--- src/rtl/core/cgs_pkg.sv ---
`timescale 1ns / 1ps
// ----------------------------------------------------------------------------
// cgs_pkg
// Shared widths and codes for the cell gradient stencil unit.
// ----------------------------------------------------------------------------
package cgs_pkg;

  localparam int FUNC_W    = 3;
  localparam int SLOT_W    = 5;
  localparam int VAL_W     = 16;
  localparam int CELL_W    = 10;
  localparam int RES_W     = 11;
  localparam int GRAD_W    = 32;
  localparam int CFG_IDX_W = 2;

  // divider: |A| * 2048 over the spacing product
  localparam int NUM_W = 62;
  localparam int DEN_W = 51;
  localparam int DCNT_W = $clog2(NUM_W + 1);

  localparam int NSAMP = 27;
  localparam int NSPC  = 9;

  // function codes
  localparam logic [FUNC_W-1:0] FN_SAMPLE  = 3'd0;
  localparam logic [FUNC_W-1:0] FN_SPC_X   = 3'd1;
  localparam logic [FUNC_W-1:0] FN_SPC_Y   = 3'd2;
  localparam logic [FUNC_W-1:0] FN_SPC_Z   = 3'd3;
  localparam logic [FUNC_W-1:0] FN_COMPUTE = 3'd4;

  // configuration register indexes
  localparam logic [CFG_IDX_W-1:0] CFG_RES_X = 2'd0;
  localparam logic [CFG_IDX_W-1:0] CFG_RES_Y = 2'd1;
  localparam logic [CFG_IDX_W-1:0] CFG_RES_Z = 2'd2;

  localparam logic [RES_W-1:0] RES_RST = 11'd1024;

endpackage

--- src/rtl/core/cgs_in_if.sv ---
`timescale 1ns / 1ps
// ----------------------------------------------------------------------------
// cgs_in_if
// Input item channel: loads and compute requests.
// ----------------------------------------------------------------------------
interface cgs_in_if import cgs_pkg::*; ();
  logic                     valid;
  logic                     ready;
  logic [FUNC_W-1:0]        func;
  logic [SLOT_W-1:0]        slot;
  logic signed [VAL_W-1:0]  value;
  logic [CELL_W-1:0]        cell_x;
  logic [CELL_W-1:0]        cell_y;
  logic [CELL_W-1:0]        cell_z;

  modport source (output valid, func, slot, value, cell_x, cell_y, cell_z, input ready);
  modport sink   (input valid, func, slot, value, cell_x, cell_y, cell_z, output ready);
endinterface

--- src/rtl/core/cgs_out_if.sv ---
`timescale 1ns / 1ps
// ----------------------------------------------------------------------------
// cgs_out_if
// Result channel: cell gradient and overflow flag.
// ----------------------------------------------------------------------------
interface cgs_out_if import cgs_pkg::*; ();
  logic                      valid;
  logic                      ready;
  logic signed [GRAD_W-1:0]  grad_x;
  logic signed [GRAD_W-1:0]  grad_y;
  logic signed [GRAD_W-1:0]  grad_z;
  logic                      overflow;

  modport source (output valid, grad_x, grad_y, grad_z, overflow, input ready);
  modport sink   (input valid, grad_x, grad_y, grad_z, overflow, output ready);
endinterface

--- src/rtl/core/cgs_cfg_if.sv ---
`timescale 1ns / 1ps
// ----------------------------------------------------------------------------
// cgs_cfg_if
// Configuration write channel.
// ----------------------------------------------------------------------------
interface cgs_cfg_if import cgs_pkg::*; ();
  logic                  valid;
  logic                  ready;
  logic [CFG_IDX_W-1:0]  index;
  logic [RES_W-1:0]      data;

  modport source (output valid, index, data, input ready);
  modport sink   (input valid, index, data, output ready);
endinterface

--- src/rtl/core/cgs_div.sv ---
`timescale 1ns / 1ps
// ----------------------------------------------------------------------------
// cgs_div
// Restoring unsigned divider, one quotient bit per cycle.
// ----------------------------------------------------------------------------
module cgs_div import cgs_pkg::*; (
  input  logic              clk,
  input  logic              rst_n,
  input  logic              start,
  input  logic [NUM_W-1:0]  num,
  input  logic [DEN_W-1:0]  den,
  output logic              done,
  output logic [NUM_W-1:0]  quot
);

  logic [NUM_W-1:0]  num_r;
  logic [DEN_W-1:0]  rem_r;
  logic [DEN_W-1:0]  den_r;
  logic [DCNT_W-1:0] cnt_r;
  logic              busy_r;
  logic              done_r;

  logic [DEN_W:0] trial;
  logic [DEN_W:0] diff;
  logic           fits;

  assign trial = {rem_r, num_r[NUM_W-1]};
  assign fits  = trial >= {1'b0, den_r};
  assign diff  = trial - {1'b0, den_r};

  always_ff @(posedge clk) begin
    if (!rst_n) begin
      busy_r <= 1'b0;
      done_r <= 1'b0;
      cnt_r  <= '0;
    end else begin
      done_r <= 1'b0;
      if (start) begin
        busy_r <= 1'b1;
        cnt_r  <= DCNT_W'(NUM_W);
      end else if (busy_r) begin
        cnt_r <= cnt_r - 1'b1;
        if (cnt_r == DCNT_W'(1)) begin
          busy_r <= 1'b0;
          done_r <= 1'b1;
        end
      end
    end
  end

  always_ff @(posedge clk) begin
    if (start) begin
      num_r <= num;
      rem_r <= '0;
      den_r <= den;
    end else if (busy_r) begin
      rem_r <= fits ? diff[DEN_W-1:0] : trial[DEN_W-1:0];
      num_r <= {num_r[NUM_W-2:0], fits};
    end
  end

  assign done = done_r;
  assign quot = num_r;

endmodule

--- src/rtl/core/cell_gradient_stencil_unit.sv ---
`timescale 1ns / 1ps
// ----------------------------------------------------------------------------
// cell_gradient_stencil_unit
// Outward gradient of one cell on a non-uniform grid, Q21.11 saturated.
// ----------------------------------------------------------------------------
// Sample and spacing loads land in two small register-file memories (27
// samples, 9 spacings). A compute transaction then walks the eight corner
// nodes one at a time: clamp the neighbour offsets, fetch 6 spacings and 8
// samples through the single read port of each memory, build the spacing
// product and the three numerators on one shared 35x18 multiplier, and
// divide each numerator by the product on a 62-step restoring divider. The
// time of a compute transaction is set almost entirely by the divider
// running 24 times; input ready is low meanwhile. The result sits in an
// output register, so the next load is taken while it waits. No
// configuration writes should occur while a compute is in flight.
// ----------------------------------------------------------------------------
module cell_gradient_stencil_unit import cgs_pkg::*; (
  input  logic       clk,
  input  logic       rst_n,
  cgs_in_if.sink     in_ch,
  cgs_out_if.source  out_ch,
  cgs_cfg_if.sink    cfg_ch
);

  typedef enum logic [2:0] {
    S_IDLE, S_OFFS, S_RD, S_PROD, S_MAC, S_DST, S_DIV, S_FIN
  } state_t;

  state_t state_r;

  // configuration
  logic [RES_W-1:0] res_x_r, res_y_r, res_z_r;

  // sequencer counters
  logic [2:0] node_r;
  logic [1:0] comp_r;
  logic [2:0] sub_r;
  logic [3:0] cnt_r;

  logic [CELL_W-1:0] cx_r, cy_r, cz_r;

  // clamped offsets: index 0 x, 1 y, 2 z
  logic [1:0] lo_r [3];
  logic [1:0] hi_r [3];

  // fetched operands: spacings xm,xp,ym,yp,zm,zp and corner samples f0..f7
  logic [VAL_W-1:0]        sp_r [6];
  logic signed [VAL_W-1:0] f_r  [8];

  // datapath
  logic signed [52:0] prod_r;
  logic signed [52:0] acc_r;
  logic signed [34:0] d1_r, d2_r;
  logic signed [52:0] a_r;
  logic [DEN_W-1:0]   p_r;
  logic signed [44:0] gacc_r [3];
  logic               ovf_r;

  // output register
  logic                     out_vld_r;
  logic signed [GRAD_W-1:0] gx_r, gy_r, gz_r;
  logic                     oflow_r;

  // memories
  logic [VAL_W-1:0] samp_mem [NSAMP];
  logic [VAL_W-1:0] spc_mem  [NSPC];
  logic [VAL_W-1:0] samp_rd_r, spc_rd_r;
  logic [4:0]       samp_ra, samp_wa;
  logic [3:0]       spc_ra, spc_wa;

  logic in_acc, cfg_acc;
  assign in_acc  = in_ch.valid && in_ch.ready;
  assign cfg_acc = cfg_ch.valid && cfg_ch.ready;

  assign in_ch.ready  = (state_r == S_IDLE);
  assign cfg_ch.ready = 1'b1;

  // --------------------------------------------------------------------------
  // offset clamp for one axis
  // --------------------------------------------------------------------------
  function automatic logic [3:0] axis_off(input logic [CELL_W-1:0] c, input logic n,
                                          input logic [RES_W-1:0] r);
    logic signed [12:0] cs, m, p, top, dl, dh;
    logic [1:0] lo, hi;
    cs  = $signed({3'b0, c});
    m   = cs + $signed({12'b0, n}) - 13'sd1;
    p   = cs + $signed({12'b0, n});
    top = $signed({2'b0, r}) - 13'sd1;
    if (m < 13'sd0) m = 13'sd0;
    if (p > top) p = top;
    dl = m - cs + 13'sd1;
    dh = p - cs + 13'sd1;
    lo = (dl < 13'sd0) ? 2'd0 : ((dl > 13'sd2) ? 2'd2 : dl[1:0]);
    hi = (dh < 13'sd0) ? 2'd0 : ((dh > 13'sd2) ? 2'd2 : dh[1:0]);
    return {lo, hi};
  endfunction

  function automatic logic signed [16:0] diff17(input logic signed [VAL_W-1:0] a,
                                                input logic signed [VAL_W-1:0] b);
    return $signed({a[VAL_W-1], a}) - $signed({b[VAL_W-1], b});
  endfunction

  // negate, divide by 8 toward zero, saturate; msb is the saturation flag
  function automatic logic [GRAD_W:0] finish_f(input logic signed [44:0] acc);
    logic signed [45:0] ng, adj;
    logic [42:0] r;
    logic sat;
    ng  = -$signed({acc[44], acc});
    adj = ng[45] ? (ng + 46'sd7) : ng;
    r   = adj[45:3];
    sat = !((&r[42:31]) || !(|r[42:31]));
    if (sat) return {1'b1, r[42] ? 32'h8000_0000 : 32'h7FFF_FFFF};
    return {1'b0, r[31:0]};
  endfunction

  logic [3:0] offx, offy, offz;
  assign offx = axis_off(cx_r, node_r[0], res_x_r);
  assign offy = axis_off(cy_r, node_r[1], res_y_r);
  assign offz = axis_off(cz_r, node_r[2], res_z_r);

  // --------------------------------------------------------------------------
  // read addresses for the fetch walk
  // --------------------------------------------------------------------------
  logic [3:0] qi;
  logic [2:0] q;
  logic [1:0] sx_o, sy_o, sz_o;
  assign qi   = cnt_r - 4'd6;
  assign q    = qi[2:0];
  assign sx_o = q[0] ? hi_r[0] : lo_r[0];
  assign sy_o = q[1] ? hi_r[1] : lo_r[1];
  assign sz_o = q[2] ? hi_r[2] : lo_r[2];
  assign samp_ra = 5'(sx_o) + 5'(sy_o) * 5'd3 + 5'(sz_o) * 5'd9;

  always_comb begin
    unique case (cnt_r)
      4'd0:    spc_ra = 4'(lo_r[0]);
      4'd1:    spc_ra = 4'(hi_r[0]);
      4'd2:    spc_ra = 4'd3 + 4'(lo_r[1]);
      4'd3:    spc_ra = 4'd3 + 4'(hi_r[1]);
      4'd4:    spc_ra = 4'd6 + 4'(lo_r[2]);
      4'd5:    spc_ra = 4'd6 + 4'(hi_r[2]);
      default: spc_ra = 4'd0;
    endcase
  end

  // write addresses
  assign samp_wa = in_ch.slot;
  always_comb begin
    unique case (in_ch.func)
      FN_SPC_Y: spc_wa = 4'd3 + 4'(in_ch.slot[1:0]);
      FN_SPC_Z: spc_wa = 4'd6 + 4'(in_ch.slot[1:0]);
      default:  spc_wa = 4'(in_ch.slot[1:0]);
    endcase
  end

  always_ff @(posedge clk) begin
    if (in_acc && in_ch.func == FN_SAMPLE && in_ch.slot < SLOT_W'(NSAMP))
      samp_mem[samp_wa] <= in_ch.value;
    samp_rd_r <= samp_mem[samp_ra];
  end

  always_ff @(posedge clk) begin
    if (in_acc && (in_ch.func == FN_SPC_X || in_ch.func == FN_SPC_Y ||
                   in_ch.func == FN_SPC_Z) && in_ch.slot < SLOT_W'(3))
      spc_mem[spc_wa] <= in_ch.value;
    spc_rd_r <= spc_mem[spc_ra];
  end

  // --------------------------------------------------------------------------
  // shared multiplier operand select
  // --------------------------------------------------------------------------
  logic [16:0] sum_x, sum_y, sum_z;
  assign sum_x = {1'b0, sp_r[0]} + {1'b0, sp_r[1]};
  assign sum_y = {1'b0, sp_r[2]} + {1'b0, sp_r[3]};
  assign sum_z = {1'b0, sp_r[4]} + {1'b0, sp_r[5]};

  logic signed [16:0] e0, e1, e2, e3;
  logic [VAL_W-1:0]   s_m, s_p, t_m, t_p;
  always_comb begin
    unique case (comp_r)
      2'd0: begin
        e0 = diff17(f_r[7], f_r[6]); e1 = diff17(f_r[3], f_r[2]);
        e2 = diff17(f_r[5], f_r[4]); e3 = diff17(f_r[1], f_r[0]);
        s_m = sp_r[4]; s_p = sp_r[5]; t_m = sp_r[2]; t_p = sp_r[3];
      end
      2'd1: begin
        e0 = diff17(f_r[7], f_r[5]); e1 = diff17(f_r[3], f_r[1]);
        e2 = diff17(f_r[6], f_r[4]); e3 = diff17(f_r[2], f_r[0]);
        s_m = sp_r[4]; s_p = sp_r[5]; t_m = sp_r[0]; t_p = sp_r[1];
      end
      default: begin
        e0 = diff17(f_r[7], f_r[3]); e1 = diff17(f_r[5], f_r[1]);
        e2 = diff17(f_r[6], f_r[2]); e3 = diff17(f_r[4], f_r[0]);
        s_m = sp_r[2]; s_p = sp_r[3]; t_m = sp_r[0]; t_p = sp_r[1];
      end
    endcase
  end

  logic signed [34:0] mul_a;
  logic signed [17:0] mul_b;
  always_comb begin
    mul_a = '0;
    mul_b = '0;
    if (state_r == S_PROD) begin
      if (sub_r == 3'd0) begin
        mul_a = $signed({18'b0, sum_x});
        mul_b = $signed({1'b0, sum_y});
      end else begin
        mul_a = $signed({1'b0, prod_r[33:0]});
        mul_b = $signed({1'b0, sum_z});
      end
    end else if (state_r == S_MAC) begin
      unique case (sub_r)
        3'd0:    begin mul_a = 35'(e0); mul_b = $signed({2'b0, s_m}); end
        3'd1:    begin mul_a = 35'(e1); mul_b = $signed({2'b0, s_p}); end
        3'd2:    begin mul_a = 35'(e2); mul_b = $signed({2'b0, s_m}); end
        3'd3:    begin mul_a = 35'(e3); mul_b = $signed({2'b0, s_p}); end
        3'd4:    begin mul_a = d1_r;    mul_b = $signed({2'b0, t_m}); end
        3'd5:    begin mul_a = d2_r;    mul_b = $signed({2'b0, t_p}); end
        default: begin mul_a = '0;      mul_b = '0; end
      endcase
    end
  end

  // --------------------------------------------------------------------------
  // divider and node quotient clamp to +-2^40
  // --------------------------------------------------------------------------
  logic               div_start, div_done;
  logic [NUM_W-1:0]   div_quot;
  logic [52:0]        a_mag;
  logic               q_big;
  logic [40:0]        q_mag;
  logic signed [44:0] q_s;

  assign a_mag     = a_r[52] ? 53'(-a_r) : 53'(a_r);
  assign div_start = (state_r == S_DST) && (p_r != '0);

  cgs_div u_div (
    .clk   (clk),
    .rst_n (rst_n),
    .start (div_start),
    .num   ({a_mag[50:0], 11'b0}),
    .den   (p_r),
    .done  (div_done),
    .quot  (div_quot)
  );

  assign q_big = (|div_quot[NUM_W-1:41]) || (div_quot[40] && (|div_quot[39:0]));
  assign q_mag = q_big ? {1'b1, 40'b0} : div_quot[40:0];
  assign q_s   = a_r[52] ? -$signed({4'b0, q_mag}) : $signed({4'b0, q_mag});

  logic [GRAD_W:0] fin_x, fin_y, fin_z;
  assign fin_x = finish_f(gacc_r[0]);
  assign fin_y = finish_f(gacc_r[1]);
  assign fin_z = finish_f(gacc_r[2]);

  // --------------------------------------------------------------------------
  // sequencer
  // --------------------------------------------------------------------------
  logic [3:0] cap_i;
  logic [3:0] cap_f;
  assign cap_i = cnt_r - 4'd1;
  assign cap_f = cnt_r - 4'd7;

  always_ff @(posedge clk) begin
    if (!rst_n) begin
      state_r   <= S_IDLE;
      res_x_r   <= RES_RST;
      res_y_r   <= RES_RST;
      res_z_r   <= RES_RST;
      out_vld_r <= 1'b0;
      node_r    <= '0;
      comp_r    <= '0;
      sub_r     <= '0;
      cnt_r     <= '0;
      ovf_r     <= 1'b0;
    end else begin
      if (cfg_acc) begin
        unique case (cfg_ch.index)
          CFG_RES_X: res_x_r <= cfg_ch.data;
          CFG_RES_Y: res_y_r <= cfg_ch.data;
          CFG_RES_Z: res_z_r <= cfg_ch.data;
          default: ;
        endcase
      end
      // the final state loads the output register itself
      if (out_vld_r && out_ch.ready && state_r != S_FIN) out_vld_r <= 1'b0;

      prod_r <= mul_a * mul_b;

      unique case (state_r)
        S_IDLE: begin
          if (in_acc && in_ch.func == FN_COMPUTE) begin
            cx_r      <= in_ch.cell_x;
            cy_r      <= in_ch.cell_y;
            cz_r      <= in_ch.cell_z;
            node_r    <= '0;
            ovf_r     <= 1'b0;
            gacc_r[0] <= '0;
            gacc_r[1] <= '0;
            gacc_r[2] <= '0;
            state_r   <= S_OFFS;
          end
        end
        S_OFFS: begin
          lo_r[0] <= offx[3:2]; hi_r[0] <= offx[1:0];
          lo_r[1] <= offy[3:2]; hi_r[1] <= offy[1:0];
          lo_r[2] <= offz[3:2]; hi_r[2] <= offz[1:0];
          cnt_r   <= '0;
          state_r <= S_RD;
        end
        S_RD: begin
          // read data of the previous address arrives this cycle
          if (cnt_r != 4'd0) begin
            if (cap_i < 4'd6) sp_r[cap_i[2:0]] <= spc_rd_r;
            else              f_r[cap_f[2:0]]  <= samp_rd_r;
          end
          if (cnt_r == 4'd14) begin
            sub_r   <= '0;
            state_r <= S_PROD;
          end else begin
            cnt_r <= cnt_r + 4'd1;
          end
        end
        S_PROD: begin
          if (sub_r == 3'd2) begin
            p_r     <= prod_r[DEN_W-1:0];
            comp_r  <= '0;
            sub_r   <= '0;
            state_r <= S_MAC;
          end else begin
            sub_r <= sub_r + 3'd1;
          end
        end
        S_MAC: begin
          // products land in the cycle after issue
          unique case (sub_r)
            3'd1, 3'd3, 3'd5: acc_r <= prod_r;
            3'd2:    d1_r <= 35'(acc_r + prod_r);
            3'd4:    d2_r <= 35'(acc_r + prod_r);
            3'd6:    a_r  <= acc_r + prod_r;
            default: ;
          endcase
          if (sub_r == 3'd6) state_r <= S_DST;
          else               sub_r   <= sub_r + 3'd1;
        end
        S_DST: begin
          if (p_r == '0) begin
            // zero spacing product: node adds nothing
            ovf_r <= 1'b1;
            if (comp_r != 2'd2) begin
              comp_r  <= comp_r + 2'd1;
              sub_r   <= '0;
              state_r <= S_MAC;
            end else if (node_r != 3'd7) begin
              node_r  <= node_r + 3'd1;
              state_r <= S_OFFS;
            end else begin
              state_r <= S_FIN;
            end
          end else begin
            state_r <= S_DIV;
          end
        end
        S_DIV: begin
          if (div_done) begin
            if (q_big) ovf_r <= 1'b1;
            unique case (comp_r)
              2'd0:    gacc_r[0] <= gacc_r[0] + q_s;
              2'd1:    gacc_r[1] <= gacc_r[1] + q_s;
              default: gacc_r[2] <= gacc_r[2] + q_s;
            endcase
            if (comp_r != 2'd2) begin
              comp_r  <= comp_r + 2'd1;
              sub_r   <= '0;
              state_r <= S_MAC;
            end else if (node_r != 3'd7) begin
              node_r  <= node_r + 3'd1;
              state_r <= S_OFFS;
            end else begin
              state_r <= S_FIN;
            end
          end
        end
        S_FIN: begin
          if (!out_vld_r || out_ch.ready) begin
            gx_r      <= fin_x[GRAD_W-1:0];
            gy_r      <= fin_y[GRAD_W-1:0];
            gz_r      <= fin_z[GRAD_W-1:0];
            oflow_r   <= ovf_r || fin_x[GRAD_W] || fin_y[GRAD_W] || fin_z[GRAD_W];
            out_vld_r <= 1'b1;
            state_r   <= S_IDLE;
          end
        end
        default: state_r <= S_IDLE;
      endcase
    end
  end

  assign out_ch.valid    = out_vld_r;
  assign out_ch.grad_x   = gx_r;
  assign out_ch.grad_y   = gy_r;
  assign out_ch.grad_z   = gz_r;
  assign out_ch.overflow = oflow_r;

  // --------------------------------------------------------------------------
  // assertions
  // --------------------------------------------------------------------------
  a_div_in_state: assert property (@(posedge clk) disable iff (!rst_n)
    div_done |-> state_r == S_DIV)
    else $error("divider finished outside the divide state");

  a_fetch_bound: assert property (@(posedge clk) disable iff (!rst_n)
    state_r == S_RD |-> cnt_r <= 4'd14)
    else $error("fetch counter ran past the last operand");

  a_result_after_last_node: assert property (@(posedge clk) disable iff (!rst_n)
    $rose(out_vld_r) |-> $past(state_r) == S_FIN && $past(node_r) == 3'd7)
    else $error("result raised before all eight nodes were done");

  a_comp_range: assert property (@(posedge clk) disable iff (!rst_n)
    (state_r == S_MAC || state_r == S_DIV) |-> comp_r != 2'd3)
    else $error("component counter out of range");

endmodule
--- src/flat_wrapper.sv ---
// flat-port wrapper written by rule: the top's interface ports become plain ports
module cell_gradient_stencil_unit_flat import cgs_pkg::*;
  (clk, rst_n, in_ch_valid, in_ch_func, in_ch_slot, in_ch_value, in_ch_cell_x, in_ch_cell_y, in_ch_cell_z, in_ch_ready, out_ch_valid, out_ch_grad_x, out_ch_grad_y, out_ch_grad_z, out_ch_overflow, out_ch_ready, cfg_ch_valid, cfg_ch_index, cfg_ch_data, cfg_ch_ready);
  cgs_in_if in_ch_i ();
  cgs_out_if out_ch_i ();
  cgs_cfg_if cfg_ch_i ();
  input  logic clk;
  input  logic rst_n;
  input wire logic [$bits(in_ch_i.valid)-1:0] in_ch_valid;
  input wire logic [$bits(in_ch_i.func)-1:0] in_ch_func;
  input wire logic [$bits(in_ch_i.slot)-1:0] in_ch_slot;
  input wire logic [$bits(in_ch_i.value)-1:0] in_ch_value;
  input wire logic [$bits(in_ch_i.cell_x)-1:0] in_ch_cell_x;
  input wire logic [$bits(in_ch_i.cell_y)-1:0] in_ch_cell_y;
  input wire logic [$bits(in_ch_i.cell_z)-1:0] in_ch_cell_z;
  output wire logic [$bits(in_ch_i.ready)-1:0] in_ch_ready;
  output wire logic [$bits(out_ch_i.valid)-1:0] out_ch_valid;
  output wire logic [$bits(out_ch_i.grad_x)-1:0] out_ch_grad_x;
  output wire logic [$bits(out_ch_i.grad_y)-1:0] out_ch_grad_y;
  output wire logic [$bits(out_ch_i.grad_z)-1:0] out_ch_grad_z;
  output wire logic [$bits(out_ch_i.overflow)-1:0] out_ch_overflow;
  input wire logic [$bits(out_ch_i.ready)-1:0] out_ch_ready;
  input wire logic [$bits(cfg_ch_i.valid)-1:0] cfg_ch_valid;
  input wire logic [$bits(cfg_ch_i.index)-1:0] cfg_ch_index;
  input wire logic [$bits(cfg_ch_i.data)-1:0] cfg_ch_data;
  output wire logic [$bits(cfg_ch_i.ready)-1:0] cfg_ch_ready;
  assign in_ch_i.valid = in_ch_valid;
  assign in_ch_i.func = in_ch_func;
  assign in_ch_i.slot = in_ch_slot;
  assign in_ch_i.value = in_ch_value;
  assign in_ch_i.cell_x = in_ch_cell_x;
  assign in_ch_i.cell_y = in_ch_cell_y;
  assign in_ch_i.cell_z = in_ch_cell_z;
  assign in_ch_ready = in_ch_i.ready;
  assign out_ch_valid = out_ch_i.valid;
  assign out_ch_grad_x = out_ch_i.grad_x;
  assign out_ch_grad_y = out_ch_i.grad_y;
  assign out_ch_grad_z = out_ch_i.grad_z;
  assign out_ch_overflow = out_ch_i.overflow;
  assign out_ch_i.ready = out_ch_ready;
  assign cfg_ch_i.valid = cfg_ch_valid;
  assign cfg_ch_i.index = cfg_ch_index;
  assign cfg_ch_i.data = cfg_ch_data;
  assign cfg_ch_ready = cfg_ch_i.ready;
  cell_gradient_stencil_unit u_core (.clk(clk), .rst_n(rst_n), .in_ch(in_ch_i), .out_ch(out_ch_i), .cfg_ch(cfg_ch_i));
endmodule
--- config.mk ---
export PLATFORM = sky130hd
export DESIGN_NAME = cell_gradient_stencil_unit_flat
export DESIGN_NICKNAME = d
export VERILOG_FILES = /design/src/rtl/core/cgs_pkg.sv /design/src/rtl/core/cgs_in_if.sv /design/src/rtl/core/cgs_out_if.sv /design/src/rtl/core/cgs_cfg_if.sv /design/src/rtl/core/cgs_div.sv /design/src/rtl/core/cell_gradient_stencil_unit.sv /design/src/flat_wrapper.sv
export SDC_FILE = /design/constraint.sdc
export NUM_CORES = 2
export LEC_CHECK = 0
export ABC_CLOCK_PERIOD_IN_PS = 24800
export BUFFER_PORTS_ARGS = -buffer_cell sky130_fd_sc_hd__buf_2
export CAP_MARGIN = 30
export CORE_MARGIN = 2
export CORE_UTILIZATION = 35
export CTS_CLUSTER_SIZE = 14
export DETAILED_ROUTE_END_ITERATION = 10
export REMOVE_ABC_BUFFERS = 1
export SLEW_MARGIN = 20
export SYNTH_ARGS = -nofsm -noshare
export SYNTH_HDL_FRONTEND = slang
export SYNTH_SLANG_ARGS = --single-unit
--- constraint.sdc ---
create_clock -name clk -period 24.8 [get_ports clk]
set_input_delay 1.24 -clock clk [delete_from_list [all_inputs] [get_ports clk]]
set_output_delay 1.24 -clock clk [all_outputs]
set_load 0.01 [all_outputs]
=== Word-level counts from Yosys, hierarchy flattened ===
Memory sizes are Yosys's and may differ from the RTL's. A register that Yosys moved wholly into a read port is not among the register bits.
Cells that the tools add are included.

* Register bits: 629
* Latch bits: 0
* RAM bits: 947
* ROM bits: 0
* Input port bits: 72
* Output and inout port bits: 100
* Word-level logic and storage cells: 378
* Memories: 7

{| class="wikitable"
|+ Memories
! name !! words !! width !! rd ports !! clocked after Yosys merged registers in !! wr ports !! line !! text
|-
| u_core.samp_mem || 27 || 16 || 1 || 1 || 1 || cell_gradient_stencil_unit.sv:65 || <nowiki>logic [VAL_W-1:0] samp_mem [NSAMP];</nowiki>
|-
| u_core.spc_mem || 9 || 16 || 1 || 1 || 1 || cell_gradient_stencil_unit.sv:66 || <nowiki>logic [VAL_W-1:0] spc_mem [NSPC];</nowiki>
|-
| u_core.gacc_r || 3 || 45 || 3 || 0 || 3 || cell_gradient_stencil_unit.sv:56 || <nowiki>logic signed [44:0] gacc_r [3];</nowiki>
|-
| u_core.f_r || 8 || 16 || 8 || 0 || 1 || cell_gradient_stencil_unit.sv:48 || <nowiki>logic signed [VAL_W-1:0] f_r [8];</nowiki>
|-
| u_core.sp_r || 6 || 16 || 6 || 0 || 1 || cell_gradient_stencil_unit.sv:47 || <nowiki>logic [VAL_W-1:0] sp_r [6];</nowiki>
|-
| u_core.hi_r || 3 || 2 || 3 || 0 || 3 || cell_gradient_stencil_unit.sv:44 || <nowiki>logic [1:0] hi_r [3];</nowiki>
|-
| +1 memories || - || - || - || - || - || - ||
|}

* Add/sub/neg operators: 65
* Multiply operators: 3
* Div/mod/pow operators: 0
* Order comparisons: 22
* Eq/ne operators: 40
* Shift operators: 0
* Multiplexer cells: 137
* Bitwise logic cells: 5
* Reduce and logical (&&, ||, !) cells: 68

{| class="wikitable"
|+ Operator list
! cell !! count
|-
| $pmux 35 s6 || 1
|-
| $sub 16x16->17 || 12
|-
| $mux 45 || 4
|-
| $add 46x4->46 const B || 3
|-
| $mux 46 || 3
|-
| $neg 45->46 || 3
|-
| $pmux 17 s2 || 4
|-
| $add 45x45->45 || 3
|-
| $mux 62 || 2
|-
| $lt 13x1->1 const B || 9
|-
| $mux 51 || 2
|-
| $mux 33 || 3
|-
| $mux 32 || 3
|-
| $add 13x2->13 const B || 6
|-
| $gt 13x3->1 const B || 6
|-
| $mux 13 || 6
|-
| $sub 13x11->13 || 6
|-
| $mux 35 || 2
|-
| $mux 16 || 4
|-
| $pmux 16 s4 || 1
|-
| $mux 3 || 20
|-
| $add 53x53->53 || 1
|-
| $mul 35x18->53 || 1
|-
| $ge 52x51->1 || 1
|-
| other kinds (76) || 234
|}

=== Depth between registers and ports, before layout ===
An unclocked memory read counts as a cell.

* Depth after elaboration: 11
* Mapped depth: 49

=== Modules after synthesis ===
Synthesis repeated with hierarchy kept, for this count alone.

* Cell total of the unflattened synthesis: 10929
* Area total of the unflattened synthesis: 114742.5 µm²

{| class="wikitable"
|+ By module, submodules not included
! module !! instances !! cells each !! area an instance (µm²)
|-
| cell_gradient_stencil_unit || 1 || 9980 || 104869.3
|-
| cgs_div || 1 || 949 || 9873.2
|}

=== Worst setup path after synthesis ===
No wires, ideal clock.

* Path kind: register to register
* Start point: register u_core.comp_r[0]
* End point: register u_core.prod_r[52], data pin
* Library setup time: 0.259 ns
* Data arrival time: 11.644 ns
* Slack: 12.897 ns
* Stages on the path, launching flop included: 48
* Path buffers: 5
* Clock period less this slack: 11.903 ns
* Path through: dfxtp_1 -> inv_1 -> ha_1 -> clkbuf_1 -> nor2_1 -> clkbuf_1 -> clkbuf_1 -> buf_1 -> a21oi_1 -> ha_1 -> inv_1 -> fa_1 -> a21o_1 -> a21oi_1 -> nand2b_1 -> a211o_1 -> a31oi_1 -> a31o_2 -> (+12 left out) -> fa_1 -> fa_1 -> inv_1 -> fa_1 -> inv_1 -> ha_1 -> a21o_1 -> a21oi_1 -> o21bai_1 -> a21o_1 -> a21oi_1 -> o21ai_0 -> a32o_1 -> nand3b_1 -> a311o_1 -> a221o_1 -> a21oi_1 -> xnor2_1

* Longest elaborated chain between the ends: 7
* Elaborated cells on any way between the ends: 18
* Those cells by class: 1 x mul; 1 x eq/ne; 14 x mux; 2 x reduce/logical

{| class="wikitable"
|+ RTL lines
! item !! line !! text
|-
| from (decl) || cell_gradient_stencil_unit.sv:36 || <nowiki>logic [1:0] comp_r;</nowiki>
|-
| from (signal assigned) || cell_gradient_stencil_unit.sv:352 || <nowiki>comp_r <= comp_r + 2'd1;</nowiki>
|-
| from (signal assigned) || cell_gradient_stencil_unit.sv:374 || <nowiki>comp_r <= comp_r + 2'd1;</nowiki>
|-
| $eq 2x1->1 or $logic_not 2->1 (tied branches) || cell_gradient_stencil_unit.sv:180 || <nowiki>unique case (comp_r)</nowiki>
|-
| $reduce_or 2->1 (no line) || - ||
|-
| $mux 16 || - ||
|-
| $pmux 16 s4 || cell_gradient_stencil_unit.sv:213 || <nowiki>unique case (sub_r)</nowiki>
|-
| $mux 18 || cell_gradient_stencil_unit.sv:212 || <nowiki>end else if (state_r == S_MAC) begin</nowiki>
|-
| $mux 18 || cell_gradient_stencil_unit.sv:204 || <nowiki>if (state_r == S_PROD) begin</nowiki>
|-
| $mul 35x18->53 * || cell_gradient_stencil_unit.sv:289 || <nowiki>prod_r <= mul_a * mul_b;</nowiki>
|-
| to (signal assigned) || cell_gradient_stencil_unit.sv:289 ||
|-
| to (decl) || cell_gradient_stencil_unit.sv:51 || <nowiki>logic signed [52:0] prod_r;</nowiki>
|}

Every way passes the cells marked *; elsewhere a longest branch is shown, timed or not.
A chain may end at the register's enable or synchronous reset.

=== Final worst setup path ===
Same ends and word-level chain as after synthesis.

==> flow_metrics.py <==
metrics = {
    "critical_path": {
        "critPathArrivalTime_ps": 13290,
        "max_stage_delay_ps": 740,
        "cpMostUsedCell": "fa_1",
        "path_class": "reg -> reg",
        "critPathSlowestCell": "buf_4",
        "critical_path_required_ps": 25360,
        "start_kind": "flip-flop",
        "cp_top_family": "compound AO/OA/AOI/OAI gates",
        "crit_path_end_kind": "flip-flop",
        "rr_worst_depth": 42,
        "crit_cells": 42,
        "worstPathMaxFanout": 81,
        "regToRegStartpoint": "u_core.comp_r[0]",
        "cp.buffers_inverters": 7,
        "crit_path_start": "u_core.comp_r[0]",
    },
    "power_and_ir_drop": {
        "cellPowerDensity_mw_per_mm2": 65.7,
        "p_leak_uw": 0.0506,
        "p_clk_frac": 0.334,
        "power_frac_comb": 0.283,
        "swShare": 0.318,
        "ir_drop_mv": 0.138,
        "p_seq_frac": 0.384,
        "power_switching_uw": 2670,
        "internal_power_uw": 5740,
    },
    "clock_tree": {
        "cts-hold-fix-buffers": 0,
        "cts_buffers": 183,
        "clockBufferDepth": 4,
        "htreeDepth": 4,
        "clock_tree.root_cell": "clkbuf_16",
        "cts.clk_slew.worst_paths_ps": 60,
        "numClockSinks": 1607,
        "cts-resized-gates": 0,
        "post_cts_buffers": 0,
        "worstSkewPairLatency_ps": 910,
        "cts_tree": "yes",
    },
    "routing": {
        "wire_per_inst_um": 20.7,
        "totalWireLength_um": 326000,
        "drt-pass1-iter-count": 6,
        "route.detailed.drc": 0,
        "viasPerCell": 5.39,
        "vias": 84800,
        "dr.first_iter.drc_count": 7374,
        "ant_nets": 0,
    },
    "synthesis": {
        "ys.flop_type": "edfxtp_1",
        "synth_area_mm2": 0.115,
        "yosysSeqAreaShare": 0.406,
        "syn_inst": 11100,
        "synthArstFlopShare": 0,
        "synth_edf_count": 1455,
        "syn_area_per_cell_um2": 10.3,
        "ys_warn_count": 0,
        "ys_types": 109,
        "ys_ff_latch": 1607,
    },
    "status": {
        "status": "completed",
    },
    "worst_hold_path": {
        "min_path_type": "reg -> reg",
        "hold_start": "u_core.spc_mem[8][3]",
        "min_path_cells": 2,
    },
    "sta": {
        "maxSlewHeadroom": 0.269,
        "finalCritPeriodShare": 0.514,
        "worst_pin_slew_ps": 1080,
        "tns_ps": 0,
        "fin_skew_ps": 106,
        "setup_viol": 0,
        "fin_crit_ps": 12740,
        "finalHoldViolations": 0,
        "setup_ws_ps": 12060,
        "rsz0062_at_grt": "false",
        "slew_violations": 0,
        "max_freq_ghz": 0.0785,
        "hold_slack_ps": 382,
    },
    "placement": {
        "place_ws_ps": 12270,
        "dpl_cell_area_mm2": 0.122,
        "port-buffer-count": 170,
        "hpwl_um": 242000,
        "place_congestion": 0.934,
    },
    "final_layout": {
        "nets": 12600,
        "final_common_cell": "edfxtp_1",
        "area_growth_pct": 11.3,
        "layout_common_cells": "edfxtp_1 (1455), nand2_1 (1053), inv_1 (1010)",
        "n_fill_cell": 31800,
        "fin_area_mm2": 0.128,
        "utilization": 0.391,
        "layout-drive-gt1-share": 0.0855,
    },
    "floorplan": {
        "die_height_um": 577,
        "pin_count": 172,
        "core_mm2": 0.327,
        "die_w_um": 577,
        "initial_utilization": 0.352,
        "die_area_mm2": 0.333,
        "fp-row-count": 210,
    },
    "global_routing": {
        "track_usage": 0.193,
        "grt_pass1_vias": 83700,
        "grt_pass1_wl_um": 504000,
        "gr-total-overflow": 0,
        "grt_start_max_net_pins": 89,
        "antenna_found_initial": 4,
    },
    "run": {
        "maxCapViolCount": 0,
    },
}
## worst paths after layout
check                                          end  slack, ps
worst max-delay path             u_core.prod_r[52]      12060
worst min-delay path            u_core.spc_rd_r[3]        380
worst max register to register   u_core.prod_r[52]      12060
worst min register to register  u_core.spc_rd_r[3]        380
## power by group through the flow
stage                     clock network (uW)  logic (uW)  registers [uW]
after global placement                     0        2360            3280
final                                   2810        2380            3230
after global routing                    2970        2590            3240
after detailed placement                   0        2370            3280
after floorplan                            0        1770            3230
after CTS                               2870        2390            3230
## layout make-up
type                    instances  area (um2)  area share
diodes                          6        15.0    0.000117
clock buffers                 221        4780      0.0374
clock inverters               115        1410      0.0110
inverters                    1015        3810      0.0298
multi-input cells            8070       63300       0.495
flip-flops and latches       1607       46700       0.365
well taps                    4346        5440      0.0425
repair buffers                369        2510      0.0196
## per-layer routing
metal | GRT usage | vias up | wire length, um
li1 | - | 40000 | -
met1 | 0.265 | 41500 | 145000
met2 | 0.318 | 2845 | 151000
met3 | 0.0281 | 482 | 21500
met4 | 0.0514 | 0 | 8810
met5 | 0 | - | 0
## cell usage after synthesis, types with 29 or more instances
cell,number,share of area
ha_1,707,0.077
o21ai_0,453,0.020
buf_1,33,0.0011
or4_1,55,0.0036
or3_1,96,0.0052
or2_2,38,0.0021
a311oi_1,32,0.0024
and3_1,77,0.0042
a21oi_1,684,0.030
nor3_1,230,0.010
nor4_1,118,0.0064
nor2b_1,141,0.0077
nand2_1,1053,0.034
nor2_1,949,0.031
nand2b_1,92,0.0050
o22ai_1,44,0.0024
inv_1,1011,0.033
fa_1,590,0.10
edfxtp_1,1455,0.38
mux2i_1,181,0.016
dfxtp_1,152,0.026
o21bai_1,74,0.0048
a211oi_1,108,0.0071
a21o_1,250,0.016
nand3_1,217,0.0094
o211ai_1,41,0.0027
xnor2_1,430,0.033
a31oi_1,95,0.0052
o21a_1,83,0.0054
nor3b_1,29,0.0019
nand4_1,105,0.0057
mux4_2,112,0.022
a22oi_1,40,0.0026
xor2_1,296,0.023
and2_1,109,0.0059
o31ai_1,53,0.0035
clkbuf_1,364,0.012
## worst reg2reg max path: cells and delay by family (launching register included)
kind | cells | cell delay, ps
adder cells (fa/ha/maj) | 9 | 3920
buffers and inverters | 7 | 1390
flip-flops | 1 | 400
AO/OA/AOI/OAI | 18 | 5540
XOR/XNOR | 2 | 260
AND/OR/NAND/NOR | 6 | 890
## cells by family after synthesis
family	count (synthesis)	synth area share
DFF	1607	0.406
and+or+nand+nor	3445	0.144
buffers and inverters	1439	0.0476
xor gates and xnor gates	726	0.0553
adders and majority gates	1297	0.180
AOI/OAI and AO/OA	2291	0.128
other	2	0.0000653
muxes	308	0.0392
## per-stage QoR
step	instances	power, uW
CTS	15700	8480
floorplan	10700	4990
global route	15700	8810
detailed placement	15400	5660
finish	15700	8420
global placement	15400	5640
## sequential cells by signal, indices dropped and copies added (netlist names), 52 cells and up
| register | cells |
|---|---|
| u_core.sp_r | 96 |
| u_core.gacc_r | 135 |
| u_core.acc_r | 53 |
| u_core.spc_mem | 144 |
| u_core.prod_r | 53 |
| u_core.samp_mem | 432 |
| u_core.u_div.quot | 62 |
| u_core.f_r | 128 |
| u_core.a_r | 52 |
No activity file was read; power rests on OpenSTA's default activity.
